==> src/i2cms_pkg.sv <==
// shared types and constants for the i2c master bit sequencer
package i2cms_pkg;

    // command codes carried by req_type and held while a sequence runs
    typedef enum logic [2:0] {
        CMD_IDLE  = 3'd0,
        CMD_START = 3'd1,
        CMD_STOP  = 3'd2,
        CMD_READ  = 3'd3,
        CMD_WAIT  = 3'd4
    } cmd_t;

    localparam int unsigned BITS_PER_BYTE = 8;
    localparam int unsigned PHASE_W       = 5;
    localparam logic [7:0]  TIMEOUT_RESET = 8'd250;

    // first phase after the data bits of a read
    localparam logic [PHASE_W-1:0] READ_ACK_PHASE = PHASE_W'(2 * BITS_PER_BYTE);

    // sequencer state carried from tick to tick
    typedef struct packed {
        cmd_t               cmd;
        logic [PHASE_W-1:0] phase;
        logic [7:0]         shift_byte;
        logic [7:0]         poll_count;
        logic               send_ack;
        logic               scl_level;
        logic               sda_level;
        logic               fail_flag;
    } seq_state_t;

    // per-tick status flags
    typedef struct packed {
        logic busy;
        logic done;
    } seq_flags_t;

endpackage

==> src/i2cms_step.sv <==
// one tick of the i2c bit sequencer: next state and status from one word
module i2cms_step
    import i2cms_pkg::*;
(
    input  seq_state_t cur,
    input  logic [2:0] req_type,
    input  logic       ack_after_read,
    input  logic       sda_in,
    input  logic [7:0] ack_timeout,
    output seq_state_t nxt,
    output seq_flags_t flags
);

    logic [PHASE_W-1:0] ack_step;

    always_comb
    begin
        nxt        = cur;
        flags.busy = 1'b0;
        flags.done = 1'b0;
        ack_step   = '0;

        // command pickup when idle; undefined codes act as no request
        if (cur.cmd == CMD_IDLE &&
            (req_type == CMD_START || req_type == CMD_STOP ||
             req_type == CMD_READ  || req_type == CMD_WAIT))
        begin
            nxt.cmd        = cmd_t'(req_type);
            nxt.phase      = '0;
            nxt.poll_count = '0;
            nxt.send_ack   = ack_after_read;
            if (req_type == CMD_READ)
            begin
                nxt.shift_byte = '0;
            end
        end

        // run the step for the current phase
        if (nxt.cmd != CMD_IDLE)
        begin
            flags.busy = 1'b1;
            case (nxt.cmd)
                CMD_START:
                begin
                    case (nxt.phase)
                        PHASE_W'(0):
                        begin
                            nxt.sda_level = 1'b1;
                            nxt.scl_level = 1'b1;
                            nxt.phase     = PHASE_W'(1);
                        end
                        PHASE_W'(1):
                        begin
                            nxt.sda_level = 1'b0;
                            nxt.phase     = PHASE_W'(2);
                        end
                        default:
                        begin
                            nxt.scl_level = 1'b0;
                            flags.done    = 1'b1;
                            nxt.cmd       = CMD_IDLE;
                            nxt.phase     = '0;
                        end
                    endcase
                end
                CMD_STOP:
                begin
                    case (nxt.phase)
                        PHASE_W'(0):
                        begin
                            nxt.sda_level = 1'b0;
                            nxt.phase     = PHASE_W'(1);
                        end
                        PHASE_W'(1):
                        begin
                            nxt.scl_level = 1'b1;
                            nxt.phase     = PHASE_W'(2);
                        end
                        default:
                        begin
                            nxt.sda_level = 1'b1;
                            flags.done    = 1'b1;
                            nxt.cmd       = CMD_IDLE;
                            nxt.phase     = '0;
                        end
                    endcase
                end
                CMD_READ:
                begin
                    if (nxt.phase < READ_ACK_PHASE)
                    begin
                        // data bits: sample on scl high, drop scl on odd phases
                        if (!nxt.phase[0])
                        begin
                            nxt.scl_level  = 1'b1;
                            nxt.shift_byte = {nxt.shift_byte[6:0], sda_in};
                        end
                        else
                        begin
                            nxt.scl_level = 1'b0;
                        end
                        nxt.phase = nxt.phase + PHASE_W'(1);
                    end
                    else
                    begin
                        // ack or nack bit after the byte
                        ack_step = nxt.phase - READ_ACK_PHASE;
                        case (ack_step)
                            PHASE_W'(0):
                            begin
                                nxt.sda_level = ~nxt.send_ack;
                                nxt.phase     = nxt.phase + PHASE_W'(1);
                            end
                            PHASE_W'(1):
                            begin
                                nxt.scl_level = 1'b1;
                                nxt.phase     = nxt.phase + PHASE_W'(1);
                            end
                            PHASE_W'(2):
                            begin
                                nxt.scl_level = 1'b0;
                                if (nxt.send_ack)
                                begin
                                    nxt.phase = nxt.phase + PHASE_W'(1);
                                end
                                else
                                begin
                                    flags.done = 1'b1;
                                    nxt.cmd    = CMD_IDLE;
                                    nxt.phase  = '0;
                                end
                            end
                            default:
                            begin
                                nxt.sda_level = 1'b1;
                                flags.done    = 1'b1;
                                nxt.cmd       = CMD_IDLE;
                                nxt.phase     = '0;
                            end
                        endcase
                    end
                end
                default:
                begin
                    // wait for ack: poll sda with scl high, stop on timeout
                    case (nxt.phase)
                        PHASE_W'(0):
                        begin
                            nxt.sda_level = 1'b1;
                            nxt.phase     = PHASE_W'(1);
                        end
                        PHASE_W'(1), PHASE_W'(2):
                        begin
                            if (nxt.phase == PHASE_W'(1))
                            begin
                                nxt.scl_level = 1'b1;
                            end
                            if (!sda_in)
                            begin
                                nxt.phase = PHASE_W'(3);
                            end
                            else if (nxt.poll_count >= ack_timeout)
                            begin
                                nxt.phase = PHASE_W'(4);
                            end
                            else
                            begin
                                nxt.poll_count = nxt.poll_count + 8'd1;
                                nxt.phase      = PHASE_W'(2);
                            end
                        end
                        PHASE_W'(3):
                        begin
                            nxt.scl_level = 1'b0;
                            nxt.fail_flag = 1'b0;
                            flags.done    = 1'b1;
                            nxt.cmd       = CMD_IDLE;
                            nxt.phase     = '0;
                        end
                        PHASE_W'(4):
                        begin
                            nxt.sda_level = 1'b0;
                            nxt.phase     = PHASE_W'(5);
                        end
                        PHASE_W'(5):
                        begin
                            nxt.scl_level = 1'b1;
                            nxt.phase     = PHASE_W'(6);
                        end
                        PHASE_W'(6):
                        begin
                            nxt.sda_level = 1'b1;
                            nxt.phase     = PHASE_W'(7);
                        end
                        default:
                        begin
                            nxt.scl_level = 1'b0;
                            nxt.fail_flag = 1'b1;
                            flags.done    = 1'b1;
                            nxt.cmd       = CMD_IDLE;
                            nxt.phase     = '0;
                        end
                    endcase
                end
            endcase
        end
    end

endmodule

==> src/i2c_master_bit_sequencer.sv <==
// i2c master bit sequencer: input register, tick step logic, result register
// a word held in the input register passes through the step logic into the result register
// when the result register is empty or its result is being taken
// throughput: one word per cycle while results are taken; the sequencer state register closes the loop
// a full input register waits while a result waits; an empty one still takes a word
// reset: sequencer idle with scl and sda levels high, ack timeout 250, no words held
module i2c_master_bit_sequencer
    import i2cms_pkg::*;
(
    input  logic       clk,
    input  logic       rst_n,
    input  logic       in_valid,
    output logic       in_ready,
    input  logic [2:0] req_type,
    input  logic       ack_after_read,
    input  logic       sda_in,
    output logic       out_valid,
    input  logic       out_ready,
    output logic       scl_out,
    output logic       sda_out,
    output logic       busy_res,
    output logic       done_res,
    output logic [7:0] read_data,
    output logic       ack_failed,
    input  logic       cfg_we,
    input  logic [7:0] cfg_wdata
);

    logic       in_valid_reg;
    logic [2:0] req_reg;
    logic       ack_reg;
    logic       sda_reg;
    logic       out_valid_reg;
    logic [7:0] timeout_reg;
    seq_state_t state_reg;
    seq_state_t state_next;
    seq_flags_t flags;
    logic       scl_reg;
    logic       sda_out_reg;
    logic       busy_reg;
    logic       done_reg;
    logic [7:0] data_reg;
    logic       fail_reg;
    logic       advance;

    // word moves from the input register into the result register
    assign advance  = in_valid_reg && (!out_valid_reg || out_ready);
    assign in_ready = !in_valid_reg || advance;

    i2cms_step u_step (
        .cur            (state_reg),
        .req_type       (req_reg),
        .ack_after_read (ack_reg),
        .sda_in         (sda_reg),
        .ack_timeout    (timeout_reg),
        .nxt            (state_next),
        .flags          (flags)
    );

    // control: valid flags, sequencer state, timeout register
    always_ff @(posedge clk or negedge rst_n)
    begin
        if (!rst_n)
        begin
            in_valid_reg         <= 1'b0;
            out_valid_reg        <= 1'b0;
            timeout_reg          <= TIMEOUT_RESET;
            state_reg.cmd        <= CMD_IDLE;
            state_reg.phase      <= '0;
            state_reg.shift_byte <= '0;
            state_reg.poll_count <= '0;
            state_reg.send_ack   <= 1'b0;
            state_reg.scl_level  <= 1'b1;
            state_reg.sda_level  <= 1'b1;
            state_reg.fail_flag  <= 1'b0;
        end
        else
        begin
            if (in_ready)
            begin
                in_valid_reg <= in_valid;
            end
            if (advance)
            begin
                out_valid_reg <= 1'b1;
                state_reg     <= state_next;
            end
            else if (out_ready)
            begin
                out_valid_reg <= 1'b0;
            end
            if (cfg_we)
            begin
                timeout_reg <= cfg_wdata;
            end
        end
    end

    // payload: input word and result word
    always_ff @(posedge clk)
    begin
        if (in_ready && in_valid)
        begin
            req_reg <= req_type;
            ack_reg <= ack_after_read;
            sda_reg <= sda_in;
        end
        if (advance)
        begin
            scl_reg     <= state_next.scl_level;
            sda_out_reg <= state_next.sda_level;
            busy_reg    <= flags.busy;
            done_reg    <= flags.done;
            data_reg    <= state_next.shift_byte;
            fail_reg    <= state_next.fail_flag;
        end
    end

    assign out_valid  = out_valid_reg;
    assign scl_out    = scl_reg;
    assign sda_out    = sda_out_reg;
    assign busy_res   = busy_reg;
    assign done_res   = done_reg;
    assign read_data  = data_reg;
    assign ack_failed = fail_reg;

endmodule
==> config.mk <==
export PLATFORM = sky130hd
export DESIGN_NAME = i2c_master_bit_sequencer
export DESIGN_NICKNAME = d
export VERILOG_FILES = /design/src/i2cms_pkg.sv /design/src/i2cms_step.sv /design/src/i2c_master_bit_sequencer.sv
export SDC_FILE = /design/constraint.sdc
export NUM_CORES = 1
export LEC_CHECK = 0
export ABC_AREA = 1
export ABC_CLOCK_PERIOD_IN_PS = 4300
export BUFFER_PORTS_ARGS = -buffer_cell sky130_fd_sc_hd__buf_2
export CORE_MARGIN = 2
export CORE_UTILIZATION = 49
export CTS_CLUSTER_DIAMETER = 200
export DETAILED_ROUTE_END_ITERATION = 8
export MAX_ROUTING_LAYER = met4
export PLACE_DENSITY = 0.66
export SYNTH_ARGS = -nofsm -noshare
export SYNTH_HDL_FRONTEND = slang
export SYNTH_SLANG_ARGS = --single-unit
==> constraint.sdc <==
create_clock -name clk -period 4.3 [get_ports clk]
set_clock_uncertainty 0.1 [all_clocks]
set_input_delay 0.645 -clock clk [delete_from_list [all_inputs] [get_ports clk]]
set_output_delay 0.645 -clock clk [all_outputs]
set_load 0.05 [all_outputs]
# Yosys cells after proc, flatten, opt, wreduce, memory -nomap -nowiden
# Cells that the tools add are included.
# W data, S select, Z words.
dict set report op_classes {
  addsub 3
  n_lt_le_gt_ge 2
  eq_ne 15
  n_mux 47
  bitwise_logic 1
  n_reduce_logical 24
}
# operator count
set op_table {}
lappend op_table {{$mux W8} 8}
lappend op_table {{$mux W25} 1}
lappend op_table {{$pmux W5 S5} 1}
lappend op_table {{$mux W24} 1}
lappend op_table {{$mux W3} 7}
lappend op_table {{$pmux W1 S2} 9}
lappend op_table {{$pmux W8 S2} 1}
lappend op_table {{$eq A5 B2 Y1 const B} 3}
lappend op_table {{$eq A5 B3 Y1 const B} 3}
lappend op_table {{$eq A3 B2 Y1 const B} 4}
lappend op_table {{$reduce_or A2 Y1} 6}
lappend op_table {{$mux W1} 11}
lappend op_table {{$eq A5 B1 Y1 const B} 2}
lappend op_table {{$logic_not A5 Y1} 2}
lappend op_table {{$mux W5} 2}
lappend op_table {{$pmux W5 S2} 1}
lappend op_table {{$add A8 B1 Y8 const B} 1}
lappend op_table {{$ge A8 B8 Y1} 1}
lappend op_table {{$eq A3 B1 Y1 const B} 2}
lappend op_table {{$pmux W2 S3} 1}
lappend op_table {{$pmux W3 S2} 1}
lappend op_table {{$reduce_or A3 Y1} 2}
lappend op_table {{$reduce_or A6 Y1} 1}
lappend op_table {{$add A5 B1 Y5 const B} 1}
lappend op_table {{13 further kinds} 20}
dict set report totals {
  register_bits 56
  input_bits 18
  out_inout_bits 15
  word_cells 112
}

# Logic depth before layout (Yosys ltp)
# Gate-level depths: netlist of the first run.
dict set report logic_depth {
  ltp_word 13
  depth_mapped 24
  mapped_depth_nobuf 22
}

# Modules after synthesis
# Synthesis of the first run repeated with hierarchy kept, for this count alone.
dict set report hier_totals {
  cells_unflattened 481
  area_unflattened_um2 3627.2
}
# module instances cells_each area_each_um2 seq_area_each_um2
set by_module_without_submodules {}
lappend by_module_without_submodules {i2c_master_bit_sequencer 1 183 2068.2 1501.4}
lappend by_module_without_submodules {i2cms_step 1 298 1559.0 0.0}

# Worst setup path after synthesis of the first run
# OpenSTA, ideal clock, no wires.
dict set report synth_path {
  path_type {flip-flop to flip-flop}
  from {register req_reg[1]}
  to {register state_reg[9] in the netlist's numbering}
  setup_ps 119
  arrival_time_ps 2487
  required_ps 4081
  slack_ps 1594
  stages_incl_launch_ff 20
  path_buffers 2
  period_less_slack_ps 2706
  path_cell_list {edfxtp_1 > o21ai_1 > nand2_2 > nand2_4 > buf_12 > inv_4 > buf_6 > nor2_1 > ha_1 > o21ai_0 > nand3_1 > nand2_1 > inv_1 > nand2_1 > nand2_1 > nand2_1 > nand4_1 > nor2_4 > nand3_1 > and2_1}
}
dict set report synth_between {
  elab_chain_len 12
  elab_cells_between_ends 24
  classes_between {add/sub (1); order compare (1); eq/ne (9); mux (6); reduce/logical (7)}
}
# item line
set synth_lines {}
lappend synth_lines {{start, declared} i2c_master_bit_sequencer.sv:30} ;# logic [2:0] req_reg;
lappend synth_lines {{start signal, assigned} i2c_master_bit_sequencer.sv:104} ;# req_reg <= req_type;
lappend synth_lines {{$eq A3 B1 Y1 or $eq A3 B2 Y1 (tied branches)} i2cms_step.sv:25} ;# (req_type == CMD_START || req_type == CMD_STOP ||
lappend synth_lines {{$logic_or A1 B1 Y1 (2 in a row)} i2cms_step.sv:25}
lappend synth_lines {{$logic_or A1 B1 Y1} i2cms_step.sv:26} ;# req_type == CMD_READ || req_type == CMD_WAIT))
lappend synth_lines {{$logic_and A1 B1 Y1} i2cms_step.sv:24} ;# if (cur.cmd == CMD_IDLE &&
lappend synth_lines {{$mux W25 *} i2cms_step.sv:24}
lappend synth_lines {{$add A8 B1 Y8 or $ge A8 B8 Y1 (tied branches)} {i2cms_step.sv:168, i2cms_step.sv:162}}
lappend synth_lines {{$mux W8} i2cms_step.sv:162} ;# else if (nxt.poll_count >= ack_timeout)
lappend synth_lines {{$mux W8} i2cms_step.sv:158} ;# if (!sda_in)
lappend synth_lines {{$mux W8} i2cms_step.sv:146} ;# case (nxt.phase)
lappend synth_lines {{$mux W8} i2cms_step.sv:42} ;# case (nxt.cmd)
lappend synth_lines {{$mux W24 *} i2cms_step.sv:39} ;# if (nxt.cmd != CMD_IDLE)
lappend synth_lines {{end signal, assigned} i2c_master_bit_sequencer.sv:86} ;# state_reg <= state_next;
lappend synth_lines {{end, declared} i2c_master_bit_sequencer.sv:35} ;# seq_state_t state_reg;
# Mark *: on every way between the ends. The rest lies on a longest branch, timed or not.
# A chain may end at the register's enable or synchronous reset.

==> summary.txt, run 1 <==
Status
  • Status: completed

Placed design
  • Inst Count DP: around 560
  • Post-DP HPWL: 5.175 mm
  • Routability cong.: between 0.8 and 0.9
  • Port bufs: 32
  • Placed Instance Area: 3654 um2

Global route
  • Vias in the first global route: roughly 2600
  • Antenna violations before repair: 0
  • Tot GR Track Use: about a fifth
  • GRT overflow: 0
  • First-pass GRT wire length: about 12 mm
  • Pin count of the biggest net entering global routing: 39

Route
  • Total wire length: approximately 7 mm
  • Routed vias: ~2800
  • DR WL/cell: roughly 13 um
  • Routed Antenna Nets: 0
  • 1st-iter DRT viols: roughly 160
  • DRC: 0
  • Iteration count of the initial detailed-routing pass: 5
  • Vias per cell: roughly 5.0

Worst setup path
  • Critical path endpoint category: flop
  • Critical path type: reg -> reg
  • Register-to-register path setup slack: approximately 1400 ps
  • Data required time of the worst path: roughly 4400 ps
  • Crit-path max FO: 14
  • Critical Path AT: roughly 2900 ps
  • Crit start category: flop

Pwr
  • Maximum vdd ir drop: ~210 uV
  • Tot Pwr: about 2300 uW
  • Pleak: around 0.0019 uW
  • PD cells: 619.3 nW/um2

Floorplan
  • # rows: 30
  • Die X: between 80 and 90 um
  • Ports: 33
  • Die ar.: about 7700 um2
  • Die Ht: between 80 and 90 um
  • Initial core utilization: approximately half
  • Core ar.: slightly below 7000 um2

Finish
  • Flip-flop count of the largest register after layout: 28
  • Share of cells above drive strength 1: roughly 18%
  • Antenna Diode Count: 0
  • Layout area overhead: 9.117%
  • Post-route cell area: 3744 um2
  • Post-Layout Cell Count: around 560
  • Nets: approximately 500

Clocking
  • # clock sinks: between 50 and 60
  • Setup bufs post-CTS: 0
  • H-tree depth: 2
  • Skew-Pair Late Insertion Delay: 310 ps
  • Clk buf depth: 2
  • CTS tree: yes
  • Hold Buf Count CTS: 0
  • Clock-pin slew on the worst setup and hold paths: 110 ps
  • Post_cts resized: 0
  • Root Driver: clkbuf_8
  • Number of buffers created by CTS: 5

STA
  • Worst-Margin Slew: just under 900 ps
  • Final min period: 2854 ps
  • Final Hold Fails: 0
  • Final setup viols: 0
  • Period utilization: 66.37%
  • Setup TNS Final: 0 ps
  • Max-slew headroom: about two fifths
  • Fmax: about 0.35 GHz
  • RSZ-0062 raised after global routing: no
  • Slew Limit Fails: 0

Yosys
  • Seq/Total Area, Yosys: between 40% and 50%
  • Yosys warns: 0
  • Post-synthesis register bit count: 56
  • Post-Syn Area: 3431 um2
  • Count of cell types in the netlist: 42
  • Syn avg cell area: roughly 7.9 um2
  • Gate Count Post-Synth: about 440
  • Mapped Nets: ~470

Hold path
  • Worst Hold Class: in -> async

Flow run
  • Max capacitance violation total: 0
==> path summary, 6_finish.rpt <==
check | start | endpoint | cells after the start
min in group clk | state_reg[18]$_DFFE_PN0P_ | state_reg[18]$_DFFE_PN0P_ | 2
setup reg to reg | req_reg[0]$_DFFE_PP_ | sda_out$_DFFE_PP_ | 12
hold / removal | rst_n | state_reg[20]$_DFFE_PN0P_ | 1
hold reg to reg | state_reg[18]$_DFFE_PN0P_ | state_reg[18]$_DFFE_PN0P_ | 2
setup / recovery | req_reg[0]$_DFFE_PP_ | sda_out$_DFFE_PP_ | 12
max in group asynchronous | rst_n | state_reg[11]$_DFFE_PN0P_ | 1
==> through the flow <==
step	utilization (%)	hold slack [ps]	worst slack (ps)
after floorplan	-	249.4	1594
after global placement	53.78	361.5	1562
after detailed placement	53.78	365.6	1468
after CTS	55.10	393.0	1456
after global routing	55.10	387.4	1144
final	55.10	329.7	1446
==> final cells by class <==
| type | count | area, um2 |
|---|---|---|
| multi-input cells | 305 | 1610 |
| clock inverters | 3 | 21.27 |
| fillers | 639 | 3050 |
| well taps | 96 | 120.1 |
| inverters | 65 | 246.5 |
| flip-flops and latches | 56 | 1501 |
| clock buffers | 5 | 68.82 |
| repair buffers | 34 | 175.2 |
==> power by group <==
part	switching (uW)	internal [uW]	total, uW
registers	82.9	723	806
clock network	184	116	301
logic	872	340	1210
total	1140	1180	2320
==> cells in the final DEF (no fill, tap or decap), types with 5 or more instances in the layout <==
cell type,n
nand3_1,32
ha_1,12
edfxtp_1,18
dfrtp_1,30
inv_1,59
a21oi_1,13
nor2_1,35
o21ai_0,22
o21ai_1,9
nand2_2,5
nand2_1,135
clkbuf_8,5
dfstp_2,8
nand3_2,5
buf_2,32
==> critical path, stage by stage (launching register included) <==
cell and delay (ps):
edfxtp_1 470, inv_2 130, nand3_2 80, nand2_2 90, nand2_4 150, nand2_2 200, inv_1 100, ha_1 320
o21ai_0 380, a21oi_1 130, a21boi_0 290, nor2_1 100, a22oi_1 150
==> synth_stat cells (all sizes together) <==
cell type / instances / area [um2]
nor2: 37 / 148.9
a21oi: 17 / 100.1
o311ai: 1 / 8.760
a21boi: 1 / 7.510
and2: 1 / 6.260
dfrtp: 30 / 750.7
mux2: 1 / 11.26
edfxtp: 18 / 540.5
nor3: 4 / 31.28
xnor2: 1 / 8.760
o2111ai: 1 / 8.760
nand3: 39 / 245.2
o221ai: 1 / 8.760
nand4: 4 / 25.02
inv: 64 / 242.7
a211oi: 1 / 7.510
nor4: 1 / 12.51
a22oi: 1 / 7.510
clkinv: 1 / 3.750
ha: 12 / 150.1
o21ai: 34 / 196.4
o211ai: 1 / 21.27
buf: 4 / 53.80
xor2: 3 / 26.28
o22ai: 1 / 6.260
clkbuf: 5 / 18.77
nand2: 143 / 571.8
dfstp: 8 / 210.2
==> per-layer routing <==
layer	global-route usage, %	vias up	routed length, um
li1	-	1457	-
met1	26.38	1301	3431
met2	33.26	70	3332
met3	3.487	6	287
met4	4.755	0	72
met5	-	-	0
==> cell families (layout without fill, tap and decap cells) <==
| kind of cell | count (synthesis) | after routing | synth area share, % |
|---|---|---|---|
| AO/OA/AOI/OAI | 59 | 59 | 10.87 |
| XOR/XNOR | 4 | 4 | 1.021 |
| adder cells (fa/ha/maj) | 12 | 12 | 4.376 |
| buffers and inverters | 74 | 107 | 9.300 |
| flip-flops | 56 | 56 | 43.76 |
| multiplexers | 1 | 1 | 0.3282 |
| AND/OR/NAND/NOR | 229 | 229 | 30.34 |
Note: power is estimated with default switching activity, not from simulation.
==> run 2, diff against run 1 <==
Settings changed: ABC_CLOCK_PERIOD_IN_PS 4300 to 2400, PLACE_DENSITY 0.66 to 0.69.
Clock period 4.3 ns to 2.4 ns, I/O delays scaled along.
==> run 2 against run 1 <==
  * The run now ends with negative setup slack left
  * Maximum frequency grew 14%
  * Sequential cell count is the same
  * Critical path depth grew 5
  * Design area grew 16%
  * Global-route usage grew 3.2 points
  * Core utilization grew 8.9 points
  * Via count grew 6.7%
  * Clock-buffer cell count grew 1
  * Largest cell class unchanged
==> summary.txt, run 2 (synthesis gave the netlist of run 1 again) <==
Status
  • Status: complete, but fails checks
  • Failing checks: negative setup slack

STA
  • Max-slew headroom: about two thirds
  • Final min period: 2495 ps
  • RSZ-0062 raised after global routing: yes
  • Min Hold Slack: ~100 ps
  • Final setup viols: 8
  • Worst-Margin Slew: between 500 and 600 ps
  • Slew Limit Fails: 0
  • Final Hold Fails: 0
  • Period utilization: 104.0%
  • Slack of the critical path: -95.11 ps
  • Fmax: 0.4008 GHz

Worst setup path
  • R2R cell count: 17
  • Data required time of the worst path: 2520 ps
  • Reg2reg start: req_reg[0]$_DFFE_PP_
  • Delay-heaviest family, CP: simple AND/OR/NAND/NOR gates
  • Critical Path AT: approximately 2600 ps
  • Bufs and invs on worst path: 2
  • Critical path endpoint: state_reg[9]$_DFFE_PN0P_
  • Critical path endpoint category: flop
  • Crit-path cells: o21ai_2 -> nand2_2 -> nand2_4 -> inv_8 -> nor2_4 -> ha_4 -> o21ai_2 -> nand3_1 -> nand2_1 -> inv_1 -> nand2_1 -> nand2_1 -> nand2_2 -> nand4_1 -> nor2_4 -> nand3_1 -> and2_1
  • Number of cells on the critical path: 17
  • Register-to-register path setup slack: -100 ps
  • CP max stage delay: between 400 and 500 ps
  • Most frequent CP cell: nand2_1
  • Worst setup startpoint: req_reg[0]$_DFFE_PP_
  • Crit start category: flop
  • Crit path max-delay cell type: edfxtp_1
  • Critical path type: reg -> reg
  • Worst flop-to-flop path endpoint: state_reg[9]$_DFFE_PN0P_
  • Crit-path max FO: 8

Finish
  • Nets: ~540
  • Antenna Diode Count: 0
  • Post-Layout Cell Count: 609
  • Share of cells above drive strength 1: a little under a third
  • Commonest non-fill, non-tap cells in the layout: nand2_1, inv_1, buf_4, buf_2, dfrtp_1
  • Commonest non-fill, non-tap cell in the layout: nand2_1
  • Layout area overhead: 26.77%
  • Flip-flop count of the largest register after layout: 28

Clocking
  • CTS tree: yes
  • Number of buffers created by CTS: 5
  • Clock-pin slew on the worst setup and hold paths: 110 ps
  • Root Driver: clkbuf_8
  • H-tree depth: 2
  • Clk buf depth: 2
  • # clock sinks: between 50 and 60
  • Skew-Pair Late Insertion Delay: 320 ps

Floorplan
  • Die X: 87.68 um
  • Core ar.: between 6000 and 7000 um2
  • Ports: 33
  • Initial core utilization: approximately 50%
  • Die Ht: around 90 um
  • Die ar.: between 7000 and 8000 um2
  • # rows: 30

Hold path
  • Hold depth: 1
  • Worst Hold Class: in -> reg

Placed design
  • Post-DP HPWL: around 5.8 mm
  • Routability cong.: 0.9419
  • Pre-CTS WS: -135.1 ps
  • Inst Count DP: between 500 and 600
  • Port bufs: 32

Route
  • DRC: 0
  • Vias per cell: approximately 5
  • Iteration count of the initial detailed-routing pass: 4
  • DR WL/cell: approximately 13 um
  • Total wire length: between 8 and 9 mm
  • 1st-iter DRT viols: 186
  • Routed vias: about 3000
  • Routed Antenna Nets: 0

Pwr
  • Maximum vdd ir drop: 375.3 uV
  • PD cells: 1126 nW/um2
  • Pleak: 0.002169 uW

Global route
  • Antenna violations before repair: 0
  • First-pass GRT wire length: between 10 and 15 mm
  • Tot GR Track Use: a little under a quarter
  • Pin count of the biggest net entering global routing: 30
  • GRT overflow: 0
  • Vias in the first global route: 2918

Flow run
  • Max capacitance violation total: 0
[run 2: cell count changes in the layout (fill, tap and decap cells not counted), moves of 5 or more]
cell     previous run  this run
buf_4               2        41
inv_2               4         9
ha_1               12         5
nor2_2              1         6
nand2_1           135       128
o21ai_0            22        17
nor2_1             35        27
nand2_2             5        10
inv_1              59        54
ha_4                0         7
[run 2: through the flow]
stage	util, %	instance area (um2)	power, uW	setup TNS [ps]
global route	64.01	4349	5268	-2934
CTS	62.21	4227	4663	-153.7
detailed placement	58.20	3954	3959	-1239
global placement	58.20	3954	3917	-322.2
floorplan	-	3456	3229	-918.2
finish	64.01	4349	4898	-402.3
[run 2: power by group]
| group | total (uW) | leakage, uW | switching [uW] | internal, uW |
|---|---|---|---|---|
| sequential | 1450 | 0.000654 | 155 | 1290 |
| combinational | 2880 | 0.00146 | 1830 | 1050 |
| clock | 565 | 0.0000516 | 328 | 237 |
[run 2: worst min-delay path by stage]
| stage | startpoint | end | slack (ps) |
|---|---|---|---|
| 3_3_place_gp | rst_n | state_reg[0]$_DFFE_PN0P_ | 250 |
| 6_report | req_type[2] | req_reg[2]$_DFFE_PP_ | 100 |
| 2_1_floorplan | rst_n | in_valid_reg$_DFFE_PN0N_ | -40 |
| 4_1_cts | req_type[2] | req_reg[2]$_DFFE_PP_ | 110 |
| 5_1_grt | req_type[2] | req_reg[2]$_DFFE_PP_ | 100 |
| 3_5_place_dp | rst_n | state_reg[0]$_DFFE_PN0P_ | 260 |
[run 2: cell type report]
cell class / count / area [um2]
clock inverters: 2 / 13.76
inverters: 65 / 251.5
fillers: 593 / 2445
clock buffers: 6 / 82.58
well taps: 96 / 120.1
multi-input cells: 305 / 1837
flip-flops and latches: 56 / 1501
repair buffers: 79 / 543.0
[run 2: timing repair]
item,in CTS,in global routing
hold buffers,1,0
hold endpoints to repair,11,0
cloned,0,0
setup endpoints to repair,20,23
resized for setup,28,23
buffers inserted,5,4
pin swaps,7,4
[run 2: metal layers]
| metal | up-vias | track usage (%) | routed length [um] | share of wire (%) |
|---|---|---|---|---|
| met4 | 0 | 7.692 | 219 | 2.7 |
| met5 | - | - | 0 | 0 |
| met2 | 72 | 38.91 | 3987 | 49 |
| met3 | 20 | 3.299 | 255 | 3.1 |
| li1 | 1552 | - | - | - |
| met1 | 1381 | 29.70 | 3636 | 45 |
